$ cat src/design/wrw_pkg.sv
// ----------------------------------------------------------------------------
// wrw_pkg
// Shared types and constants for the weighted random walk particle block.
// ----------------------------------------------------------------------------
package wrw_pkg;

    // configuration register indexes
    localparam logic [2:0] REG_WEIGHT_UP    = 3'd0;
    localparam logic [2:0] REG_WEIGHT_DOWN  = 3'd1;
    localparam logic [2:0] REG_WEIGHT_LEFT  = 3'd2;
    localparam logic [2:0] REG_WEIGHT_RIGHT = 3'd3;
    localparam logic [2:0] REG_GOAL_COLUMN  = 3'd4;
    localparam logic [2:0] REG_HALF_WIDTH   = 3'd5;

    // reset values of the configuration registers
    localparam logic [7:0] RST_WEIGHT_UP    = 8'd15;
    localparam logic [7:0] RST_WEIGHT_DOWN  = 8'd15;
    localparam logic [7:0] RST_WEIGHT_LEFT  = 8'd5;
    localparam logic [7:0] RST_WEIGHT_RIGHT = 8'd65;
    localparam logic [4:0] RST_GOAL_COLUMN  = 5'd10;
    localparam logic [4:0] RST_HALF_WIDTH   = 5'd5;

    // direction codes
    localparam logic [2:0] DIR_NONE  = 3'd0;
    localparam logic [2:0] DIR_UP    = 3'd1;
    localparam logic [2:0] DIR_DOWN  = 3'd2;
    localparam logic [2:0] DIR_LEFT  = 3'd3;
    localparam logic [2:0] DIR_RIGHT = 3'd4;

    localparam int RAND_W   = 32;
    localparam int SUM_W    = 10;
    localparam int IN_TDATA_W  = 40;
    localparam int OUT_TDATA_W = 24;

    typedef enum logic [1:0] {
        ST_IDLE,
        ST_DIVIDE,
        ST_RESOLVE
    } wrw_state_t;

    typedef struct packed {
        logic load;
        logic step;
        logic commit;
    } wrw_cmd_t;

    typedef struct packed {
        logic div_last;
        logic out_free;
    } wrw_status_t;

endpackage

$ cat src/design/weighted_random_walk_particles.sv
// ----------------------------------------------------------------------------
// weighted_random_walk_particles
// Biased lattice random walk of a particle table with absorbing goal column.
// ----------------------------------------------------------------------------
// usage:
//   s_* carries one beat per step: a particle index and a 32-bit random word.
//   m_* returns one result beat per accepted beat, in order.
//   cfg_we/cfg_addr/cfg_wdata write the six registers (weights, goal column,
//   half width); write only while no beat is in flight.
// sequence:
//   a beat is taken in idle, the remainder of the random word by the weight
//   sum is formed in the one-bit-per-cycle remainder loop, then the move is
//   resolved and the result registered at commit; the next beat is taken
//   only after that commit, so beats are not overlapped.
// reset:
//   all particles return to the origin, none arrived, the walking count is
//   NUM_PARTICLES and registers take their defaults; no clearing pass.
// stall:
//   a result waits in the output register; the next beat is taken and worked
//   on meanwhile, and holds before commit until the register is free.
// ----------------------------------------------------------------------------
module weighted_random_walk_particles
    import wrw_pkg::*;
#(
    parameter int NUM_PARTICLES = 16
)
(
    input  logic                   clk,
    input  logic                   rst_n,
    input  logic                   cfg_we,
    input  logic [2:0]             cfg_addr,
    input  logic [7:0]             cfg_wdata,
    input  logic                   s_tvalid,
    output logic                   s_tready,
    // particle[3:0], rand_value[35:4], zero fill
    input  logic [IN_TDATA_W-1:0]  s_tdata,
    output logic                   m_tvalid,
    input  logic                   m_tready,
    // out_particle[3:0], direction[6:4], new_x[11:7], new_y[17:12],
    // was_reset[18], arrived_now[19], already_arrived[20], all_arrived[21],
    // weight_error[22], zero fill
    output logic [OUT_TDATA_W-1:0] m_tdata
);

    wrw_cmd_t    cmd;
    wrw_status_t status;

    wrw_ctrl u_ctrl (
        .clk      (clk),
        .rst_n    (rst_n),
        .s_tvalid (s_tvalid),
        .s_tready (s_tready),
        .status   (status),
        .cmd      (cmd)
    );

    wrw_datapath #(
        .NUM_PARTICLES (NUM_PARTICLES)
    ) u_datapath (
        .clk       (clk),
        .rst_n     (rst_n),
        .cfg_we    (cfg_we),
        .cfg_addr  (cfg_addr),
        .cfg_wdata (cfg_wdata),
        .s_tdata   (s_tdata),
        .m_tvalid  (m_tvalid),
        .m_tready  (m_tready),
        .m_tdata   (m_tdata),
        .cmd       (cmd),
        .status    (status)
    );

endmodule

$ cat src/design/wrw_ctrl.sv
// ----------------------------------------------------------------------------
// wrw_ctrl
// Sequencer: accepts a beat, runs the bit-serial modulo, then commits.
// ----------------------------------------------------------------------------
module wrw_ctrl
    import wrw_pkg::*;
(
    input  logic        clk,
    input  logic        rst_n,
    input  logic        s_tvalid,
    output logic        s_tready,
    input  wrw_status_t status,
    output wrw_cmd_t    cmd
);

    wrw_state_t state_reg;
    wrw_state_t state_next;

    always_ff @(posedge clk or negedge rst_n)
    begin
        if (!rst_n)
        begin
            state_reg <= ST_IDLE;
        end
        else
        begin
            state_reg <= state_next;
        end
    end

    always_comb
    begin
        state_next = state_reg;
        unique case (state_reg)
            ST_IDLE:
            begin
                if (s_tvalid)
                begin
                    state_next = ST_DIVIDE;
                end
            end
            ST_DIVIDE:
            begin
                if (status.div_last)
                begin
                    state_next = ST_RESOLVE;
                end
            end
            ST_RESOLVE:
            begin
                if (status.out_free)
                begin
                    state_next = ST_IDLE;
                end
            end
            default:
            begin
                state_next = ST_IDLE;
            end
        endcase
    end

    always_comb
    begin
        s_tready   = 1'b0;
        cmd.load   = 1'b0;
        cmd.step   = 1'b0;
        cmd.commit = 1'b0;
        unique case (state_reg)
            ST_IDLE:
            begin
                s_tready = 1'b1;
                cmd.load = s_tvalid;
            end
            ST_DIVIDE:
            begin
                cmd.step = 1'b1;
            end
            ST_RESOLVE:
            begin
                cmd.commit = status.out_free;
            end
            default:
            begin
                s_tready = 1'b0;
            end
        endcase
    end

endmodule

$ cat src/design/wrw_datapath.sv
// ----------------------------------------------------------------------------
// wrw_datapath
// Configuration, particle table, serial remainder unit and result register.
// ----------------------------------------------------------------------------
module wrw_datapath
    import wrw_pkg::*;
#(
    parameter int NUM_PARTICLES = 16
)
(
    input  logic                   clk,
    input  logic                   rst_n,
    input  logic                   cfg_we,
    input  logic [2:0]             cfg_addr,
    input  logic [7:0]             cfg_wdata,
    input  logic [IN_TDATA_W-1:0]  s_tdata,
    output logic                   m_tvalid,
    input  logic                   m_tready,
    output logic [OUT_TDATA_W-1:0] m_tdata,
    input  wrw_cmd_t               cmd,
    output wrw_status_t            status
);

    localparam int DEPTH = (NUM_PARTICLES < 16) ? NUM_PARTICLES : 16;
    localparam int IDX_W = (DEPTH > 1) ? $clog2(DEPTH) : 1;
    localparam int CNT_W = $clog2(NUM_PARTICLES + 1);

    // configuration
    logic [7:0] w_up_reg, w_down_reg, w_left_reg, w_right_reg;
    logic [4:0] goal_reg, half_reg;

    always_ff @(posedge clk or negedge rst_n)
    begin
        if (!rst_n)
        begin
            w_up_reg    <= RST_WEIGHT_UP;
            w_down_reg  <= RST_WEIGHT_DOWN;
            w_left_reg  <= RST_WEIGHT_LEFT;
            w_right_reg <= RST_WEIGHT_RIGHT;
            goal_reg    <= RST_GOAL_COLUMN;
            half_reg    <= RST_HALF_WIDTH;
        end
        else if (cfg_we)
        begin
            unique case (cfg_addr)
                REG_WEIGHT_UP:    w_up_reg    <= cfg_wdata;
                REG_WEIGHT_DOWN:  w_down_reg  <= cfg_wdata;
                REG_WEIGHT_LEFT:  w_left_reg  <= cfg_wdata;
                REG_WEIGHT_RIGHT: w_right_reg <= cfg_wdata;
                REG_GOAL_COLUMN:  goal_reg    <= cfg_wdata[4:0];
                REG_HALF_WIDTH:   half_reg    <= cfg_wdata[4:0];
                default:          ;
            endcase
        end
    end

    // running weight sums
    logic [SUM_W-1:0] s1, s2, s3, s4;

    always_comb
    begin
        s1 = SUM_W'(w_up_reg);
        s2 = s1 + SUM_W'(w_down_reg);
        s3 = s2 + SUM_W'(w_left_reg);
        s4 = s3 + SUM_W'(w_right_reg);
    end

    // beat capture and restoring remainder, one bit per cycle
    logic [3:0]        particle_reg;
    logic [RAND_W-1:0] shift_reg;
    logic [SUM_W-1:0]  rem_reg, rem_next;
    logic [4:0]        bit_cnt_reg;
    logic [SUM_W:0]    trial, diff;

    always_comb
    begin
        trial = {rem_reg, shift_reg[RAND_W-1]};
        diff  = trial - {1'b0, s4};
        if (trial >= {1'b0, s4})
        begin
            rem_next = diff[SUM_W-1:0];
        end
        else
        begin
            rem_next = trial[SUM_W-1:0];
        end
    end

    always_ff @(posedge clk)
    begin
        if (cmd.load)
        begin
            particle_reg <= s_tdata[3:0];
            shift_reg    <= s_tdata[35:4];
            rem_reg      <= '0;
            bit_cnt_reg  <= '0;
        end
        else if (cmd.step)
        begin
            shift_reg   <= {shift_reg[RAND_W-2:0], 1'b0};
            rem_reg     <= rem_next;
            bit_cnt_reg <= bit_cnt_reg + 5'd1;
        end
    end

    assign status.div_last = cmd.step && (bit_cnt_reg == 5'd31);

    // particle table
    logic [4:0]      pos_x_reg [DEPTH];
    logic [5:0]      pos_y_reg [DEPTH];
    logic [DEPTH-1:0] arrived_reg;
    logic [CNT_W-1:0] count_reg, count_next;

    logic [IDX_W-1:0] idx;
    logic             p_valid;
    logic [4:0]       cur_x, nx;
    logic [5:0]       cur_y, ny;
    logic [SUM_W-1:0] r;
    logic [2:0]       dir;
    logic [6:0]       tx, ty, ay;
    logic             in_strip, moved, was_reset, arrived_now, already, werr;

    assign idx     = particle_reg[IDX_W-1:0];
    assign p_valid = (32'(particle_reg) < NUM_PARTICLES);
    assign cur_x   = pos_x_reg[idx];
    assign cur_y   = pos_y_reg[idx];
    assign r       = rem_reg + SUM_W'(1);

    always_comb
    begin
        tx = {2'b00, cur_x};
        ty = {cur_y[5], cur_y};
        if (s1 >= r)
        begin
            dir = DIR_UP;
            ty  = {cur_y[5], cur_y} + 7'd1;
        end
        else if (s2 >= r)
        begin
            dir = DIR_DOWN;
            ty  = {cur_y[5], cur_y} - 7'd1;
        end
        else if (s3 >= r)
        begin
            dir = DIR_LEFT;
            tx  = {2'b00, cur_x} - 7'd1;
        end
        else
        begin
            dir = DIR_RIGHT;
            tx  = {2'b00, cur_x} + 7'd1;
        end
        ay       = ty[6] ? (~ty + 7'd1) : ty;
        // x must stay within 0..31
        in_strip = !tx[6] && !tx[5] && (ay < {2'b00, half_reg});

        already     = 1'b0;
        werr        = 1'b0;
        moved       = 1'b0;
        was_reset   = 1'b0;
        arrived_now = 1'b0;
        nx          = '0;
        ny          = '0;
        if (p_valid)
        begin
            nx = cur_x;
            ny = cur_y;
            if (arrived_reg[idx])
            begin
                already = 1'b1;
            end
            else if (s4 == '0)
            begin
                werr = 1'b1;
            end
            else
            begin
                moved = 1'b1;
                if (!in_strip)
                begin
                    nx        = '0;
                    ny        = '0;
                    was_reset = 1'b1;
                end
                else
                begin
                    nx          = tx[4:0];
                    ny          = ty[5:0];
                    arrived_now = (dir == DIR_RIGHT) && (tx[4:0] == goal_reg);
                end
            end
        end
        if (!moved)
        begin
            dir = DIR_NONE;
        end
        count_next = count_reg;
        if (arrived_now && (count_reg != '0))
        begin
            count_next = count_reg - CNT_W'(1);
        end
    end

    always_ff @(posedge clk or negedge rst_n)
    begin
        if (!rst_n)
        begin
            for (int i = 0; i < DEPTH; i++)
            begin
                pos_x_reg[i] <= '0;
                pos_y_reg[i] <= '0;
            end
            arrived_reg <= '0;
            count_reg   <= CNT_W'(NUM_PARTICLES);
        end
        else if (cmd.commit)
        begin
            if (moved)
            begin
                pos_x_reg[idx] <= nx;
                pos_y_reg[idx] <= ny;
            end
            if (arrived_now)
            begin
                arrived_reg[idx] <= 1'b1;
            end
            count_reg <= count_next;
        end
    end

    // result register
    logic                   m_tvalid_reg;
    logic [OUT_TDATA_W-1:0] m_tdata_reg;

    assign status.out_free = !m_tvalid_reg || m_tready;

    always_ff @(posedge clk or negedge rst_n)
    begin
        if (!rst_n)
        begin
            m_tvalid_reg <= 1'b0;
        end
        else if (cmd.commit)
        begin
            m_tvalid_reg <= 1'b1;
        end
        else if (m_tready)
        begin
            m_tvalid_reg <= 1'b0;
        end
    end

    always_ff @(posedge clk)
    begin
        if (cmd.commit)
        begin
            m_tdata_reg <= {1'b0, werr, (count_next == '0), already, arrived_now,
                            was_reset, ny, nx, dir, particle_reg};
        end
    end

    assign m_tvalid = m_tvalid_reg;
    assign m_tdata  = m_tdata_reg;

    // walking count only ever drops
    a_count_monotonic: assert property (@(posedge clk) disable iff (!rst_n)
        1'b1 |=> count_reg <= $past(count_reg))
        else $error("walking count increased");

    // remainder ends below the divisor
    a_rem_in_range: assert property (@(posedge clk) disable iff (!rst_n)
        cmd.commit && (s4 != '0) |-> rem_reg < s4)
        else $error("remainder not reduced");

    // an absorbed particle is marked right after its result
    a_arrival_marked: assert property (@(posedge clk) disable iff (!rst_n)
        cmd.commit && arrived_now |=> arrived_reg[$past(idx)])
        else $error("arrival not recorded");

endmodule

$ cat config.mk
export PLATFORM = sky130hd
export DESIGN_NAME = weighted_random_walk_particles
export DESIGN_NICKNAME = d
export VERILOG_FILES = /design/src/design/wrw_pkg.sv /design/src/design/weighted_random_walk_particles.sv /design/src/design/wrw_ctrl.sv /design/src/design/wrw_datapath.sv
export SDC_FILE = /design/constraint.sdc
export NUM_CORES = 1
export LEC_CHECK = 0
export BUFFER_PORTS_ARGS = -buffer_cell sky130_fd_sc_hd__buf_2
export CAP_MARGIN = 20
export CORE_ASPECT_RATIO = 0.8
export CORE_MARGIN = 1
export CORE_UTILIZATION = 45
export DETAILED_ROUTE_END_ITERATION = 12
export RECOVER_POWER = 100
export SKIP_CTS_REPAIR_TIMING = 1
export SYNTH_ARGS = -nofsm -noshare
export SYNTH_HDL_FRONTEND = slang
export SYNTH_SLANG_ARGS = --single-unit
$ cat constraint.sdc
create_clock -name clk -period 7.8 [get_ports clk]
set_clock_uncertainty 0.15 [all_clocks]
set_input_delay 0.78 -clock clk [delete_from_list [all_inputs] [get_ports clk]]
set_output_delay 0.78 -clock clk [all_outputs]
set_load 0.01 [all_outputs]
==> flow_summary.json, run 1 <==
{
  "status": "complete, but fails checks",
  "violations": "DRC, capacitance limit, slew limit",
  "finalSetupTns_ns": 0,
  "reg2regPathDepth": 27,
  "power_leakage_uw": 0.00847,
  "critPathRequiredTime_ns": 7.93,
  "dpl.hpwl_microns": 28300,
  "first_iter_violations": 999,
  "grt.overflow.total": 0,
  "wl_per_cell_microns": 21.0,
  "vias": 11729,
  "grt_max_degree": 153,
  "cp_top_family": "compound AO/OA/AOI/OAI gates",
  "worst_setup_path_end_kind": "flop",
  "cts_tree": "done",
  "cts_max_path_buffers": 3,
  "antenna_found_initial": 1,
  "ant_nets": 0,
  "grt_pass1_vias": 11582,
  "largest_reg_flops": 96,
  "clk_pin_slew_ns": 0.06,
  "synth-edff-count": 59,
  "cp_max_fo": 11,
  "drv_slew": 168,
  "synthTopCellsByArea": "dfrtp_1 33%, mux2_2 14%, edfxtp_1 10%, mux4_2 6.9%, ha_1 5.3%",
  "crit_cells": 27,
  "yosysTopAreaCellShare_pct": 32.7,
  "placed_area_sq_um": 18200,
  "globalplace.congestion": 0.840,
  "syn_nets": 1541,
  "rsz0062_at_grt": "false",
  "grt_pass1_wl_microns": 67600,
  "clockRootBuffer": "clkbuf_16",
  "ys.flop_type": "dfrtp_1",
  "insertion_delay_ns": 0.54,
  "async_flop_share_pct": 76.6,
  "use_met3_pct": 3.56,
  "synth_warnings": 0,
  "numCtsBuffers": 36,
  "io_pins": 82,
  "ys_seq_area_share_pct": 47.3,
  "busiest_layer": "met1",
  "die_area_sq_um": 39100,
  "fmax_mhz": 137,
  "postSynthCellCount": 1408,
  "fin_crit_sh_pct": 93.7,
  "diodes": 0,
  "syn_area_per_cell_sq_um": 12.2,
  "num_rows": 63,
  "min_period_ns": 7.31,
  "yosysTopAreaCell": "dfrtp_1",
  "crit_path_top_delay_cell": "dfstp_1",
  "hold_path_depth": 1,
  "final_nets": 1618,
  "hp-class": "input pin to flop",
  "drc": 3,
  "power_density_nw_per_um2": 474,
  "use_met1_pct": 36.6,
  "rrSetupSlack_ns": 0.49,
  "worstMarginPinSlew_ns": 5.03,
  "cpPeakStageDelay_ns": 0.55,
  "synth.most_common_cell": "dfrtp_1",
  "coreArea_sq_um": 37400,
  "worstSetupPathType": "flop to flop",
  "timing.slew.headroom_pct": -235,
  "htreeDepth": 2,
  "met2_usage_pct": 31.0,
  "first_pass_iters": 9,
  "grt.total_usage_pct": 22.5,
  "final_layout_size_suffix_gt1_share_pct": 30.3,
  "wl_microns": 42000,
  "critPathBufInv": 3,
  "die_w_microns": 221,
  "crit_arrival_ns": 7.43,
  "initial_utilization_pct": 46.1,
  "maxCapViolations": 3,
  "setup_viol": 0,
  "final-hold-violation-count": 0,
  "die_h_microns": 177,
  "fin_area_sq_um": 19300,
  "portBuffers": 76,
  "ys_top_cells_by_count": "225 x dfrtp_1, 216 x mux2_2, 82 x nor2_1",
  "ys_ff_latch": 316,
  "viasPerCell": 5.87,
  "cts_sinks": 316,
  "startpoint_type": "flop",
  "synth_area_sq_um": 17200,
  "yosysUniqueCellTypes": 80,
  "irDropWorstVdd_uv": 401,
  "syn_to_final_growth_pct": 11.7
}
==> final timing paths <==
path | startpoint | to
worst max-delay path | u_datapath.w_up_reg[1] | u_datapath.m_tdata[21]
worst min-delay path | s_tdata[3] | u_datapath.idx[3]
worst max register to register | u_datapath.w_up_reg[1] | u_datapath.m_tdata[21]
worst min register to register | u_datapath.arrived_reg[10] | u_datapath.arrived_reg[10]
max in group asynchronous | rst_n | u_datapath.pos_x_reg[69]
min in group asynchronous | rst_n | u_datapath.w_down_reg[5]
==> area by class of cell <==
class                   instances  area [sq um]
inverters                      45           169
well taps                     487           609
clock inverters                15           143
multi-input cells             962          8530
fillers                      3312         18100
clock buffers                  49           980
repair buffers                124           674
flip-flops and latches        316          8150
==> cell families (layout without fill, tap and decap cells) <==
family	count (synthesis)	count (layout)	share of synthesized area (%)
AND/OR/NAND/NOR	324	324	9.24
other	1	1	0.0218
XOR/XNOR	53	53	2.69
AO/OA/AOI/OAI	229	229	10.1
flip-flops	316	316	47.3
adder cells (fa/ha/maj)	79	79	5.88
multiplexers	276	276	21.5
buffers and inverters	130	233	3.35
==> placed cells by master (no fill, tap or decap), types with 15 or more instances in the layout <==
master and n:
o31ai_1 24, clkbuf_16 36, and3_1 15, nand2_1 79, ha_1 73, o21ai_0 28, a21oi_1 36, buf_4 34
dfrtp_1 225, xor2_1 19, inv_1 43, a21o_1 29, mux4_2 53, buf_2 48, nand3_1 25, xnor2_1 34
dfstp_2 15, edfxtp_1 59, nor2_1 82, nor3_1 31, clkbuf_1 47, nand4_1 25, mux2_2 214, dfxtp_1 15
==> layer usage <==
| metal | vias to the layer above | share of wire [%] |
|---|---|---|
| met5 | - | 0.031 |
| met4 | 2 | 1.4 |
| met3 | 51 | 5.1 |
| met2 | 268 | 41 |
| met1 | 5983 | 53 |
| li1 | 5425 | - |
==> power breakdown <==
group	leakage [uW]	switching (uW)	internal (uW)
logic	0.00399	3260	2100
clock network	0.000537	697	927
registers	0.00395	144	1990
total	0.00847	4100	5020
==> per-stage QoR <==
stage	cells	power, uW	hold WS [ns]	setup slack [ns]	utilization, %
after detailed placement	1934	7490	0.289	0.644	48.8
after global placement	1934	7400	0.283	0.690	48.8
after CTS	1998	9160	0.134	0.590	51.8
after floorplan	1408	6200	0.271	1.47	-
after global routing	1998	9840	0.255	0.0733	51.5
final	1998	9120	0.271	0.494	51.5
Power figures use the tool's default switching activity.
==> inputs of run 2 (changes only) <==
- CORE_MARGIN: 1 -> 2
==> run 2 against run 1 <==
Compared with the run above: the flow finishes with violations (capacitance limit, slew limit); routed wire length grew 0.19%; sequential power is essentially flat; first-iteration DRC count shrank 24%; register-to-register slack lost 0.08 ns; utilization shrank 0.92 points; hold slack lost 0.0037 ns; non-clock buffer count is the same; count of clock-buffer cells in the layout grew 2; final cell count grew 0.30%; largest cell class unchanged.
==> flow_summary.json, run 2 (same netlist as run 1, synthesis figures left out) <==
{
  "cts_sinks": 316,
  "num_rows": 64,
  "first_iter_violations": 760,
  "worstSetupPathType": "flop to flop",
  "finalSetupTns_ns": 0,
  "reg2reg_to": "u_datapath.count_reg[3]",
  "startpoint_type": "flop",
  "insertion_delay_ns": 0.54,
  "io_pins": 82,
  "htreeDepth": 2,
  "min_from": "s_tdata[1]",
  "portBuffers": 76,
  "grt_pass1_vias": 11872,
  "drv_slew": 351,
  "cts_tree": "done",
  "critPathBufInv": 3,
  "multi_input_area_sq_um": 8530,
  "final_nets": 1617,
  "hold_path_depth": 1,
  "rsz0062_at_grt": "false",
  "numCtsBuffers": 35,
  "critPathRequiredTime_ns": 8.05,
  "status": "complete, but fails checks",
  "grt_pass1_wl_microns": 68000,
  "dpl.hpwl_microns": 28500,
  "timing.slew.headroom_pct": -82.2,
  "initial_utilization_pct": 45.4,
  "diodes": 0,
  "fillCellCount": 3402,
  "worst_setup_path_end_kind": "flop",
  "maxCapViolations": 5,
  "die_w_microns": 223,
  "first_pass_iters": 5,
  "power_leakage_uw": 0.00848,
  "viasPerCell": 5.83,
  "final_common_cell": "dfrtp_1",
  "rr_startpoint": "u_datapath.w_up_reg[1]",
  "worstMarginPinSlew_ns": 2.73,
  "largest_reg_flops": 96,
  "setup_viol": 0,
  "coreArea_sq_um": 38000,
  "final-hold-violation-count": 0,
  "cpPeakStageDelay_ns": 0.55,
  "fin_area_sq_um": 19200,
  "rrSetupSlack_ns": 0.41,
  "power_density_nw_per_um2": 476,
  "final_layout_size_suffix_gt1_share_pct": 30.1,
  "register_area_sq_um": 8150,
  "fmax_mhz": 135,
  "syn_to_final_growth_pct": 11.5,
  "ant_nets": 0,
  "die_area_sq_um": 39900,
  "reg2regPathDepth": 28,
  "wl_per_cell_microns": 21.0,
  "crit_arrival_ns": 7.64,
  "clockRootBuffer": "clkbuf_16",
  "irDropWorstVdd_uv": 528,
  "drc": 0,
  "placed_area_sq_um": 18300,
  "min_period_ns": 7.39,
  "vias": 11689,
  "holdPathEnd": "u_datapath.idx[1]",
  "clk_pin_slew_ns": 0.06,
  "crit_path_top_delay_cell": "dfstp_2",
  "cp_top_family": "compound AO/OA/AOI/OAI gates",
  "wl_microns": 42100,
  "grt_max_degree": 198,
  "mostFrequentLayoutCells": "225 x dfrtp_1, 213 x mux2_2, 83 x nor2_1",
  "grt.overflow.total": 0,
  "fin_crit_sh_pct": 94.7,
  "hp-class": "input pin to flop",
  "cp_max_fo": 8,
  "fin_util_pct": 50.6,
  "cts_max_path_buffers": 3,
  "antenna_found_initial": 1,
  "violations": "capacitance limit, slew limit",
  "die_h_microns": 179,
  "globalplace.congestion": 0.844,
  "grt.total_usage_pct": 21.9
}
-- run 2: changes by cell type in the layout (fill, tap and decap cells not counted), sizes merged --
| cell | before | now |
|---|---|---|
| clkbuf | 90 | 102 |
| clkinv | 7 | 10 |
| inv | 49 | 45 |
| buf | 83 | 72 |
| clkinvlp | 3 | 0 |
| dlygate4sd3 | 0 | 1 |
-- run 2: cell type report --
class	instances	area share, %
Tap cell	495	3.22
Clock inverter	11	0.554
Timing Repair Buffer	124	3.24
Inverter	45	0.879
Sequential cell	316	42.4
Multi-Input combinational cell	962	44.4
Clock buffer	51	5.30
-- run 2: worst max-delay path by stage --
stage | endpoint | cells past startpoint | slack [ns] | from
3_5_place_dp | u_datapath.count_reg[3] | 28 | 0.56 | u_datapath.w_up_reg[1]
4_1_cts | u_datapath.count_reg[3] | 28 | 0.53 | u_datapath.w_up_reg[1]
5_1_grt | u_datapath.count_reg[3] | 28 | 0.01 | u_datapath.w_up_reg[1]
2_1_floorplan | u_datapath.count_reg[3] | 26 | 1.47 | u_datapath.w_up_reg[1]
6_report | u_datapath.count_reg[3] | 28 | 0.41 | u_datapath.w_up_reg[1]
3_3_place_gp | u_datapath.m_tdata[11] | 27 | 0.67 | u_datapath.w_up_reg[1]
-- run 2: metal layers --
| metal | up-vias | routed length [microns] | global-route usage [%] |
|---|---|---|---|
| li1 | 5417 | - | - |
| met1 | 5978 | 21300 | 33.5 |
| met2 | 235 | 18000 | 32.3 |
| met3 | 57 | 1980 | 3.74 |
| met4 | 2 | 780 | 5.43 |
| met5 | - | 13 | 0 |
-- run 2: power by group --
group          switching, uW  internal [uW]
Combinational           3280           2090
Sequential               150           1990
Clock                    682            944
-- run 2: metrics by stage --
step	setup slack, ns	hold WS [ns]	std cells	power, uW
floorplan	1.47	0.271	1408	6200
global placement	0.666	0.283	1941	7390
detailed placement	0.559	0.291	1941	7500
CTS	0.528	-0.0200	2003	9180
global route	0.0146	0.252	2004	9890
finish	0.415	0.268	2004	9140
